===== config.mk =====
export PLATFORM = sky130hd
export DESIGN_NAME = sd_card_spi_host_sequencer
export DESIGN_NICKNAME = d
export VERILOG_FILES = /design/src/design/sdspi_pkg.sv /design/src/design/sd_card_spi_host_sequencer.sv
export SDC_FILE = /design/constraint.sdc
export NUM_CORES = 2
export LEC_CHECK = 0
export BUFFER_PORTS_ARGS = -buffer_cell sky130_fd_sc_hd__buf_2
export CORE_ASPECT_RATIO = 1.2
export CORE_UTILIZATION = 45
export DETAILED_ROUTE_END_ITERATION = 12
export PLACE_DENSITY = 0.64
export SKIP_LAST_GASP = 1
export SLEW_MARGIN = 20
export SYNTH_ARGS = -nofsm -noshare
export SYNTH_HDL_FRONTEND = slang
export SYNTH_SLANG_ARGS = --single-unit

===== constraint.sdc =====
create_clock -name clk -period 9.6 [get_ports clk]
set_input_delay 0.48 -clock clk [delete_from_list [all_inputs] [get_ports clk]]
set_output_delay 0.48 -clock clk [all_outputs]
set_load 0.02 [all_outputs]

===== src/design/sdspi_pkg.sv =====
// Shared types and constants for the SD card SPI-mode host sequencer.
// No dependencies; used by sd_card_spi_host_sequencer.
`default_nettype none

package sdspi_pkg;

  // Geometry and limits of the sequencer.
  localparam int unsigned ADDR_W = 9;
  localparam logic [9:0] BLOCK_BYTES = 10'd512;
  localparam logic [9:0] DUMMY_BYTES = 10'd10;
  localparam logic [9:0] CMD_BYTES = 10'd6;
  localparam logic [9:0] CRC_BYTES = 10'd2;
  localparam logic [3:0] POLL_LIMIT = 4'd10;

  // Fixed bytes on the wire.
  localparam logic [7:0] IDLE_BYTE = 8'hFF;
  localparam logic [7:0] START_TOKEN = 8'hFE;
  localparam logic [7:0] CMD_PREFIX = 8'h40;
  localparam logic [7:0] CRC_CMD0 = 8'h95;
  localparam logic [7:0] CRC_CMD8 = 8'h87;
  localparam logic [7:0] CRC_OTHER = 8'h01;
  localparam logic [7:0] R1_IDLE = 8'h01;
  localparam logic [7:0] R1_READY = 8'h00;
  localparam logic [4:0] DRESP_MASKED_OK = 5'h05;

  // Command indexes used by the sequencer.
  localparam logic [5:0] IDX_GO_IDLE = 6'd0;
  localparam logic [5:0] IDX_IF_COND = 6'd8;
  localparam logic [5:0] IDX_WRITE_BLOCK = 6'd24;
  localparam logic [5:0] IDX_OP_COND = 6'd41;
  localparam logic [5:0] IDX_APP_CMD = 6'd55;

  // Command arguments.
  localparam logic [31:0] ARG_NONE = 32'h0000_0000;
  localparam logic [31:0] ARG_IF_COND = 32'h0000_01AA;
  localparam logic [31:0] ARG_OP_COND = 32'h4000_0000;

  // Input word command codes.
  typedef enum logic [1:0] {
    CMD_INIT  = 2'd0,
    CMD_WRITE = 2'd1,
    CMD_CARD  = 2'd2,
    CMD_LOAD  = 2'd3
  } cmd_t;

  // Completion status codes.
  typedef enum logic [1:0] {
    ST_OK       = 2'd0,
    ST_IDLE_ERR = 2'd1,
    ST_WR_REJ   = 2'd2,
    ST_DATA_REJ = 2'd3
  } status_t;

  // Sequencer phases.
  typedef enum logic [3:0] {
    PH_IDLE  = 4'd0,
    PH_DUMMY = 4'd1,
    PH_CMD   = 4'd2,
    PH_POLL  = 4'd3,
    PH_END   = 4'd4,
    PH_TOKEN = 4'd5,
    PH_DATA  = 4'd6,
    PH_CRC   = 4'd7,
    PH_DRESP = 4'd8,
    PH_BUSY  = 4'd9
  } phase_t;

  // Input word.
  typedef struct packed {
    logic [1:0]  command;
    logic [31:0] block_address;
    logic [8:0]  payload_index;
    logic [7:0]  payload_byte;
    logic [7:0]  card_byte;
  } in_t;

  // Result word.
  typedef struct packed {
    logic [7:0] tx_byte;
    logic       tx_valid;
    logic       select_active;
    logic       done_res;
    logic [1:0] status;
  } out_t;

  // Byte k of a six-byte command frame.
  function automatic logic [7:0] frame_byte(input logic [2:0] k, input logic [5:0] idx,
                                            input logic [31:0] arg);
    logic [7:0] crc;
    crc = (idx == IDX_GO_IDLE) ? CRC_CMD0 : ((idx == IDX_IF_COND) ? CRC_CMD8 : CRC_OTHER);
    unique case (k)
      3'd0:    frame_byte = CMD_PREFIX | {2'b00, idx};
      3'd1:    frame_byte = arg[31:24];
      3'd2:    frame_byte = arg[23:16];
      3'd3:    frame_byte = arg[15:8];
      3'd4:    frame_byte = arg[7:0];
      default: frame_byte = crc;
    endcase
  endfunction

endpackage

`default_nettype wire


===== src/design/sd_card_spi_host_sequencer.sv =====
// SD card SPI-mode host sequencer: init sequence and single-block write.
// Accepted words wait in the input stage register; results are registered.
// Throughput: one input word per cycle; the only stall is a full result register.
// Payload bytes sit in a 512 x 8 memory whose read word is prefetched.
// Reset (synchronous, rst_n low) returns to idle with empty stages; the payload
// memory is not cleared and must be loaded before a block write.
`default_nettype none

module sd_card_spi_host_sequencer (
  input  wire logic             clk,
  input  wire logic             rst_n,
  input  wire logic             in_valid,
  output logic                  in_ready,
  input  wire sdspi_pkg::in_t   in_data,
  output logic                  out_valid,
  input  wire logic             out_ready,
  output sdspi_pkg::out_t       out_data
);

  // Input stage register.
  logic            st_valid_r;
  sdspi_pkg::in_t  st_item_r;

  // Sequencer state.
  sdspi_pkg::phase_t phase_r, phase_nxt;
  logic [9:0]        byte_counter_r, byte_counter_nxt;
  logic [3:0]        poll_counter_r, poll_counter_nxt;
  logic [31:0]       current_argument_r, current_argument_nxt;
  logic [5:0]        current_index_r, current_index_nxt;
  logic [7:0]        saved_response_r, saved_response_nxt;

  // Payload memory and its prefetched read word.
  logic [7:0]                     payload_mem [sdspi_pkg::BLOCK_BYTES];
  logic [7:0]                     rd_data_r;
  logic [sdspi_pkg::ADDR_W-1:0]   rd_addr;
  logic                           wr_en;

  // Result register.
  logic            out_valid_r;
  sdspi_pkg::out_t out_data_r;

  // Step results.
  logic            proc;
  logic            res_valid;
  sdspi_pkg::out_t res;

  // The stage advances unless a result still waits and is not being taken.
  assign proc     = st_valid_r && !(out_valid_r && !out_ready);
  assign in_ready = !st_valid_r || proc;

  assign out_valid = out_valid_r;
  assign out_data  = out_data_r;

  // Sequencer step for the word in the stage register.
  always_comb begin
    logic              start;
    logic [5:0]        start_idx;
    logic [31:0]       start_arg;
    logic              end_op;
    logic [1:0]        end_status;
    logic [9:0]        cnt_inc;
    logic [3:0]        poll_inc;
    logic [7:0]        b;
    sdspi_pkg::cmd_t   cmd;

    phase_nxt            = phase_r;
    byte_counter_nxt     = byte_counter_r;
    poll_counter_nxt     = poll_counter_r;
    current_argument_nxt = current_argument_r;
    current_index_nxt    = current_index_r;
    saved_response_nxt   = saved_response_r;
    res_valid            = 1'b0;
    res                  = '0;
    wr_en                = 1'b0;
    start                = 1'b0;
    start_idx            = sdspi_pkg::IDX_GO_IDLE;
    start_arg            = sdspi_pkg::ARG_NONE;
    end_op               = 1'b0;
    end_status           = sdspi_pkg::ST_OK;
    cnt_inc              = byte_counter_r + 10'd1;
    poll_inc             = poll_counter_r + 4'd1;
    b                    = st_item_r.card_byte;
    cmd                  = sdspi_pkg::cmd_t'(st_item_r.command);

    if (proc) begin
      unique case (cmd)
        sdspi_pkg::CMD_LOAD: begin
          wr_en = 1'b1;
        end
        sdspi_pkg::CMD_INIT: begin
          if (phase_r == sdspi_pkg::PH_IDLE) begin
            phase_nxt        = sdspi_pkg::PH_DUMMY;
            byte_counter_nxt = '0;
            res_valid        = 1'b1;
            res.tx_byte      = sdspi_pkg::IDLE_BYTE;
            res.tx_valid     = 1'b1;
          end
        end
        sdspi_pkg::CMD_WRITE: begin
          if (phase_r == sdspi_pkg::PH_IDLE) begin
            start     = 1'b1;
            start_idx = sdspi_pkg::IDX_WRITE_BLOCK;
            start_arg = st_item_r.block_address;
          end
        end
        sdspi_pkg::CMD_CARD: begin
          unique case (phase_r)
            sdspi_pkg::PH_IDLE: begin
              // Card byte while idle is dropped.
            end
            sdspi_pkg::PH_DUMMY: begin
              byte_counter_nxt = cnt_inc;
              if (cnt_inc < sdspi_pkg::DUMMY_BYTES) begin
                res_valid    = 1'b1;
                res.tx_byte  = sdspi_pkg::IDLE_BYTE;
                res.tx_valid = 1'b1;
              end else begin
                start     = 1'b1;
                start_idx = sdspi_pkg::IDX_GO_IDLE;
                start_arg = sdspi_pkg::ARG_NONE;
              end
            end
            sdspi_pkg::PH_CMD: begin
              byte_counter_nxt  = cnt_inc;
              res_valid         = 1'b1;
              res.tx_valid      = 1'b1;
              res.select_active = 1'b1;
              if (cnt_inc < sdspi_pkg::CMD_BYTES) begin
                res.tx_byte = sdspi_pkg::frame_byte(cnt_inc[2:0], current_index_r,
                                                    current_argument_r);
              end else begin
                phase_nxt        = sdspi_pkg::PH_POLL;
                poll_counter_nxt = '0;
                res.tx_byte      = sdspi_pkg::IDLE_BYTE;
              end
            end
            sdspi_pkg::PH_POLL: begin
              poll_counter_nxt   = poll_inc;
              saved_response_nxt = b;
              if (b[7] && (poll_inc < sdspi_pkg::POLL_LIMIT)) begin
                res_valid         = 1'b1;
                res.tx_byte       = sdspi_pkg::IDLE_BYTE;
                res.tx_valid      = 1'b1;
                res.select_active = 1'b1;
              end else if (current_index_r == sdspi_pkg::IDX_WRITE_BLOCK) begin
                if (b != sdspi_pkg::R1_READY) begin
                  end_op     = 1'b1;
                  end_status = sdspi_pkg::ST_WR_REJ;
                end else begin
                  phase_nxt         = sdspi_pkg::PH_TOKEN;
                  res_valid         = 1'b1;
                  res.tx_byte       = sdspi_pkg::START_TOKEN;
                  res.tx_valid      = 1'b1;
                  res.select_active = 1'b1;
                end
              end else begin
                end_op     = 1'b1;
                end_status = sdspi_pkg::ST_OK;
              end
            end
            sdspi_pkg::PH_END: begin
              // Either finish or chain the next init command.
              res_valid = 1'b1;
              unique case (current_index_r)
                sdspi_pkg::IDX_WRITE_BLOCK: begin
                  phase_nxt    = sdspi_pkg::PH_IDLE;
                  res.done_res = 1'b1;
                  res.status   = byte_counter_r[1:0];
                end
                sdspi_pkg::IDX_GO_IDLE: begin
                  if (saved_response_r != sdspi_pkg::R1_IDLE) begin
                    phase_nxt    = sdspi_pkg::PH_IDLE;
                    res.done_res = 1'b1;
                    res.status   = sdspi_pkg::ST_IDLE_ERR;
                  end else begin
                    start     = 1'b1;
                    start_idx = sdspi_pkg::IDX_IF_COND;
                    start_arg = sdspi_pkg::ARG_IF_COND;
                  end
                end
                sdspi_pkg::IDX_IF_COND: begin
                  start     = 1'b1;
                  start_idx = sdspi_pkg::IDX_APP_CMD;
                  start_arg = sdspi_pkg::ARG_NONE;
                end
                sdspi_pkg::IDX_APP_CMD: begin
                  start     = 1'b1;
                  start_idx = sdspi_pkg::IDX_OP_COND;
                  start_arg = sdspi_pkg::ARG_OP_COND;
                end
                sdspi_pkg::IDX_OP_COND: begin
                  if (saved_response_r == sdspi_pkg::R1_READY) begin
                    phase_nxt    = sdspi_pkg::PH_IDLE;
                    res.done_res = 1'b1;
                    res.status   = sdspi_pkg::ST_OK;
                  end else begin
                    start     = 1'b1;
                    start_idx = sdspi_pkg::IDX_APP_CMD;
                    start_arg = sdspi_pkg::ARG_NONE;
                  end
                end
                default: begin
                  phase_nxt    = sdspi_pkg::PH_IDLE;
                  res.done_res = 1'b1;
                  res.status   = sdspi_pkg::ST_OK;
                end
              endcase
            end
            sdspi_pkg::PH_TOKEN: begin
              phase_nxt         = sdspi_pkg::PH_DATA;
              byte_counter_nxt  = '0;
              res_valid         = 1'b1;
              res.tx_byte       = rd_data_r;
              res.tx_valid      = 1'b1;
              res.select_active = 1'b1;
            end
            sdspi_pkg::PH_DATA: begin
              res_valid         = 1'b1;
              res.tx_valid      = 1'b1;
              res.select_active = 1'b1;
              if (cnt_inc < sdspi_pkg::BLOCK_BYTES) begin
                byte_counter_nxt = cnt_inc;
                res.tx_byte      = rd_data_r;
              end else begin
                phase_nxt        = sdspi_pkg::PH_CRC;
                byte_counter_nxt = '0;
                res.tx_byte      = sdspi_pkg::IDLE_BYTE;
              end
            end
            sdspi_pkg::PH_CRC: begin
              byte_counter_nxt  = cnt_inc;
              if (cnt_inc >= sdspi_pkg::CRC_BYTES) begin
                phase_nxt = sdspi_pkg::PH_DRESP;
              end
              res_valid         = 1'b1;
              res.tx_byte       = sdspi_pkg::IDLE_BYTE;
              res.tx_valid      = 1'b1;
              res.select_active = 1'b1;
            end
            sdspi_pkg::PH_DRESP: begin
              saved_response_nxt = b;
              if (b[4:0] != sdspi_pkg::DRESP_MASKED_OK) begin
                end_op     = 1'b1;
                end_status = sdspi_pkg::ST_DATA_REJ;
              end else begin
                phase_nxt         = sdspi_pkg::PH_BUSY;
                res_valid         = 1'b1;
                res.tx_byte       = sdspi_pkg::IDLE_BYTE;
                res.tx_valid      = 1'b1;
                res.select_active = 1'b1;
              end
            end
            sdspi_pkg::PH_BUSY: begin
              // The card holds the line low while it programs the block.
              if (b == 8'h00) begin
                res_valid         = 1'b1;
                res.tx_byte       = sdspi_pkg::IDLE_BYTE;
                res.tx_valid      = 1'b1;
                res.select_active = 1'b1;
              end else begin
                end_op     = 1'b1;
                end_status = sdspi_pkg::ST_OK;
              end
            end
            default: begin
              phase_nxt = sdspi_pkg::PH_IDLE;
            end
          endcase
        end
        default: begin
        end
      endcase

      // Start of a command frame: first byte goes out with select asserted.
      if (start) begin
        current_index_nxt    = start_idx;
        current_argument_nxt = start_arg;
        phase_nxt            = sdspi_pkg::PH_CMD;
        byte_counter_nxt     = '0;
        poll_counter_nxt     = '0;
        res_valid            = 1'b1;
        res                  = '0;
        res.tx_byte          = sdspi_pkg::frame_byte(3'd0, start_idx, start_arg);
        res.tx_valid         = 1'b1;
        res.select_active    = 1'b1;
      end

      // End of an operation: release select for one byte, keep the status.
      if (end_op) begin
        phase_nxt        = sdspi_pkg::PH_END;
        byte_counter_nxt = {8'h00, end_status};
        res_valid        = 1'b1;
        res              = '0;
        res.tx_byte      = sdspi_pkg::IDLE_BYTE;
        res.tx_valid     = 1'b1;
      end
    end
  end

  // Prefetch address follows the state that the next card byte will see.
  assign rd_addr = (phase_nxt == sdspi_pkg::PH_TOKEN) ? '0
                 : byte_counter_nxt[sdspi_pkg::ADDR_W-1:0] + 9'd1;

  // Payload memory with write-to-read forwarding.
  always_ff @(posedge clk) begin
    if (wr_en) begin
      payload_mem[st_item_r.payload_index] <= st_item_r.payload_byte;
    end
    if (wr_en && (st_item_r.payload_index == rd_addr)) begin
      rd_data_r <= st_item_r.payload_byte;
    end else begin
      rd_data_r <= payload_mem[rd_addr];
    end
  end

  // Stage register and sequencer state.
  always_ff @(posedge clk) begin
    if (!rst_n) begin
      st_valid_r         <= 1'b0;
      phase_r            <= sdspi_pkg::PH_IDLE;
      byte_counter_r     <= '0;
      poll_counter_r     <= '0;
      current_argument_r <= '0;
      current_index_r    <= '0;
      saved_response_r   <= 8'hFF;
    end else begin
      if (in_ready) begin
        st_valid_r <= in_valid;
      end
      phase_r            <= phase_nxt;
      byte_counter_r     <= byte_counter_nxt;
      poll_counter_r     <= poll_counter_nxt;
      current_argument_r <= current_argument_nxt;
      current_index_r    <= current_index_nxt;
      saved_response_r   <= saved_response_nxt;
    end
  end

  always_ff @(posedge clk) begin
    if (in_ready) begin
      st_item_r <= in_data;
    end
  end

  // Result register.
  always_ff @(posedge clk) begin
    if (!rst_n) begin
      out_valid_r <= 1'b0;
    end else if (proc && res_valid) begin
      out_valid_r <= 1'b1;
    end else if (out_ready) begin
      out_valid_r <= 1'b0;
    end
  end

  always_ff @(posedge clk) begin
    if (proc && res_valid) begin
      out_data_r <= res;
    end
  end

  // A completion word always returns the sequencer to idle.
  assert property (@(posedge clk) disable iff (!rst_n)
    (proc && res_valid && res.done_res) |=> (phase_r == sdspi_pkg::PH_IDLE))
    else $error("completion did not return to idle");

  // The data phase never runs past the block.
  assert property (@(posedge clk) disable iff (!rst_n)
    (phase_r == sdspi_pkg::PH_DATA) |-> (byte_counter_r < sdspi_pkg::BLOCK_BYTES))
    else $error("data byte counter out of range");

  // Polling stays within its retry limit.
  assert property (@(posedge clk) disable iff (!rst_n)
    (phase_r == sdspi_pkg::PH_POLL) |-> (poll_counter_r < sdspi_pkg::POLL_LIMIT))
    else $error("poll counter out of range");

endmodule

`default_nettype wire


### Yosys cells after proc, flatten, opt, wreduce, memory -nomap -nowiden

Memory sizes are Yosys's and may differ from the RTL's. A register that Yosys moved wholly into a read port is not among the register bits.
Index checks and enable logic that the tools add are counted.

* $add $sub $neg: 3
* multipliers: 0
* divide/modulo/power cells: 0
* $lt $le $gt $ge: 5
* eq/ne operators: 26
* shift operators: 0
* muxes and demuxes: 100
* bitwise operators: 3
* reductions and logical operators: 31

Operators with widths (number)
* 10-bit two-way mux: 9
* 4-bit two-way mux: 18
* 9-bit case mux with 8 select lines: 1
* 32-bit case mux with 2 select lines: 1
* 31-bit case mux with 2 select lines: 1
* 9-bit two-way mux: 5
* 8-bit case mux with 5 select lines: 1
* 32-bit two-way mux: 1
* 8-bit two-way mux: 4
* 4-bit case mux with 8 select lines: 1
* 31-bit two-way mux: 1
* 10-bit case mux with 3 select lines: 1
* 1-bit two-way mux: 27
* 13-bit two-way mux: 2
* 6-bit case mux with 4 select lines: 1
* 4-bit by 3-bit equality test with 1-bit output (second input constant): 5
* 10-bit case mux with 2 select lines: 1
* 9-bit case mux with 2 select lines: 1
* 8-bit logical NOT: 2
* 4-bit case mux with 2 select lines: 2
* 6-bit equality test (second input constant): 2
* 6-bit two-way mux: 2
* 3-bit case mux with 4 select lines: 1
* 4-bit case mux with 3 select lines: 1
* other kinds (51): 77

* flip-flop bits (word level): 138
* bits in latches: 0
* memory bits (writable): 4096
* bits in read-only memories: 0
* output and inout bits: 15
* memories kept: 1

Memories
* payload_mem: words 512, bits a word 8, rd ports 1, clocked after Yosys merged registers in 1, write ports 1, RTL line sd_card_spi_host_sequencer.sv:33 `logic [7:0] payload_mem [sdspi_pkg::BLOCK_BYTES];`

### Longest topological paths before layout

* depth after elaboration: 11
* mapped depth: 16
* depth with buffers taken out: 12

### Worst setup path after synthesis

No wires, ideal clock.

* path type: flip-flop to flip-flop
* start: register st_item_r[8] (netlist bit)
* end: memory payload_mem[0][0], data pin
* data arrival time: 6158 ps
* slack: 2007 ps
* cell stages (with the launch flop): 1
* buffers on the path: 0
* clock period less this slack: 7593 ps
* cell sequence: edfxtp_1

RTL lines
* from (decl): RTL line sd_card_spi_host_sequencer.sv:22 `sdspi_pkg::in_t st_item_r;`
* from (signal assigned): RTL line sd_card_spi_host_sequencer.sv:341 `st_item_r <= in_data;`
* to (decl): RTL line sd_card_spi_host_sequencer.sv:33

Straight into the memory's write port.

==> impl_summary.md <==
Floorplan
The area inside the core boundary is 365,500 um^2. The number of rows in the core area is 243. The overall die area is 370,000 um^2.

From bottom edge to top edge, the die measures 666.2 um. The initial core utilization is 45.26%. The width of the die is 555.5 um. During I/O placement, the number of pins put on the boundary was 78.

Flow run
The max-cap check violation count is 0.

STA
The transition time at the pin with the least slew margin is 1.297 ns. The worst-case headroom to the max-slew limit is 13.56%. Setup repair after global routing left no endpoint under its margin. The final critical-path required period is 5.341 ns. The worst-case clock skew is 0.06997 ns.

Setup violations remaining at the end of the flow were counted as 0. The max-slew violation count is 0. The hold violation total from the final report is 0. The fmax is 187.2 MHz. The final critical-path share of the clock period is 55.64%.

The setup TNS after final layout is 0 ns.

Global route
The global-route wire length before repair is 591,300 um. The global-route usage over all layers is 22.24%. The total global routing overflow is 0.

The number of global-route vias before repair is 79,330. The pin count of the biggest net entering global routing is 237. The initial antenna violation count is 23.

Place
Summing all placed instances gives a cell area of 171,300 um^2. The number of buffers added on ports is 77. The placer's final routability congestion estimate is 0.8682. After detailed placement, the design holds a cell count of 12,070. The post-detailed-placement half-perimeter wirelength is 244,900 um.

Worst setup path
The kind of critical path is flip-flop to flip-flop. The largest fanout on the critical path is 92. STA classifies the critical path startpoint as a flip-flop. For the worst setup path, the data arrival time is 5.97 ns.

The endpoint class of the critical path is a flip-flop. The required arrival time at the worst endpoint is 10.23 ns.

Synth
The number of synthesized flops with an enable pin is 4,168. The top cell type by total area after synthesis is edfxtp_1. The gate count after technology mapping is 7,404.

The sequential fraction of the synthesis area is 76.55%. Yosys attributes the largest share of cell area to edfxtp_1 (76%), mux4_2 (17%), nor2_1 (1.3%), dfxtp_1 (0.88%), clkbuf_1 (0.51%). For this run, the leading register cell type out of synthesis is edfxtp_1. The Yosys step of the flow raised 0 warnings.

The flip-flop and latch count after synthesis is 4,241. The synthesized area per cell is 22.34 um^2. The number of nets produced by synthesis is 7,478. The area share of the largest cell type after synthesis is 75.66%. The netlist area before placement is 165,400 um^2.

The library cell with the highest instance count after synthesis is edfxtp_1. By count the netlist is led by edfxtp_1 (4,168), mux4_2 (1,285), nor2_1 (587). The async set-or-reset flop fraction in the synthesized netlist is 0%. The count of cell types in the netlist is 78.

Power and ir drop
In this run the power density over the cells is 199.9 nW/um^2. The leakage dissipation is 55.76 nW. The worst vdd rail ir drop is 0.0001419 V.

Hold path
In this run the most critical hold path is launched from rst_n. The worst hold path belongs to the class primary input to flip-flop.

Clock network
The number of levels in the clock H-tree is 5. At the later pin of the worst-skew pair, clock insertion delay measures 0.93 ns. Counting the buffers created by CTS gives 395. The clock root buffer is clkbuf_16.

The CTS tree is done. The longest clock path from root to sink contains 4 buffers. Clock-pin slew was measured on the worst setup and hold paths at 0.06 ns. Clock tree synthesis found a total of 4,241 sinks.

Finish
The fraction of layout cells with a size suffix above 1 is 26.63%. The design area is 184,800 um^2. The number of nets in the final layout is 7,706.

Relative to the synthesized area, the layout overhead comes to 11.70%. Once layout is complete, the cells apart from fillers number 12,850.

Routing
Wires add up to 412,500 um. The average routed wire per standard cell is 32.10 um. The DRC marker count from the first detailed-route iteration is 9,448. The number of routed nets with antenna violations is 0.

The detailed-route DRC error count is 0. After detailed routing, the number of vias per cell comes to 6.096. For this run, the detailed router's first-pass iteration total came to 6.

For this block, the via count after detailed routing is 78,350.

Status
The flow ran to the end, and the final reports show no timing, DRC or antenna violations.
==> report_power, final <==
group	internal (W)	total (W)	switching, W
Sequential	0.0204	0.0204	0.0000274
Combinational	0.000347	0.000977	0.000629
Clock	0.00880	0.0156	0.00679
Total	0.0295	0.0369	0.00744
==> per-stage QoR <==
step | worst slack, ns | total power, W | util (%) | hold slack [ns]
finish | 4.259 | 0.03694 | 50.56 | 0.2254
global route | 4.042 | 0.03781 | 50.55 | 0.2500
CTS | 4.197 | 0.03712 | 50.51 | 0.1621
detailed placement | 4.213 | 0.02174 | 46.87 | 0.4670
global placement | 4.274 | 0.02171 | 46.87 | 0.4540
floorplan | 2.007 | 0.02152 | - | 0.4403
==> cells by family after synthesis <==
family                     count (synthesis)  synth area share [%]
muxes                                   1358                 17.94
DFF                                     4241                 76.55
AOI/OAI and AO/OA                        339                 1.392
and+or+nand+nor                          983                 2.589
xor gates and xnor gates                   5               0.02648
adders and majority gates                 11               0.08320
buffers and inverters                    467                 1.417
==> per-layer routing <==
metal | vias to the layer above | GRT usage [%] | share of wire, %
met5 | - | 0 | 0.020
met4 | 12 | 7.342 | 3.5
met3 | 668 | 3.526 | 7.6
met2 | 3603 | 37.46 | 50
met1 | 42420 | 29.68 | 38
li1 | 31640 | - | -
==> repair_timing <==
| item | in CTS | in global routing |
|---|---|---|
| gates resized for setup | 0 | 0 |
| hold endpoints to repair | 61 | 0 |
| setup buffers | 0 | 0 |
| hold buffers | 61 | 0 |
==> flip-flops by register name (all words and copies together), names as in the netlist, named ones only <==
signal	count
payload_mem	4096
st_item_r	59
current_argument_r	32
out_data	13
byte_counter_r	10
saved_response_r	8
current_index_r	4
phase_r	4
poll_counter_r	4
out_valid	1
st_valid_r	1
==> layout by cell type (no fill, tap or decap), drive strengths merged, types with 11 or more instances in the layout <==
master and instances:
ha 11, o22ai 20, a21oi 68, bufinv 42, dlygate4sd3 61, mux2i 64
nor3 33, nor4 13, nor2 587, a22oi 32, clkinv 164, clkbuf 478
a211oi 25, nand3 54, inv 25, dfxtp 73, and3 15, a21boi 34
a31oi 12, nand2 146, mux4 1285, and2 19, clkinvlp 20, edfxtp 4168
nor2b 43, nand2b 20, o21ai 56, buf 218
==> final cells by class <==
cell class              count  area [um^2]
clock buffers             478        10330
clock inverters           232         2344
multi-input cells        2696        36660
flip-flops and latches   4241       126700
repair buffers            279         2546
inverters                  19        71.32
diodes                      8        20.02
fillers                 28460       180700
well taps                4900         6131
==> worst max-delay path: stages, from the launching register on <==
cell      delay [ns]
dfxtp_4         0.96
buf_12          0.59
buf_4           0.72
mux4_2          0.59
mux4_2          0.53
a22oi_1         0.41
nand2_1         0.25
and3_1          0.23
o21ai_0         0.34
nand4b_1        0.19
==> path summary, 6_finish.rpt <==
kind	endpoint	slack [ns]	depth (start not counted)
hold reg to reg	current_argument_r[14]$_SDFFE_PN0P_	0.47	2
hold / removal	saved_response_r[6]$_SDFFE_PN1P_	0.23	2
setup reg to reg	out_data[8]$_SDFFCE_PN0P_	4.26	9
setup / recovery	out_data[8]$_SDFFCE_PN0P_	4.26	9
Note: power is estimated with default switching activity, not from simulation.
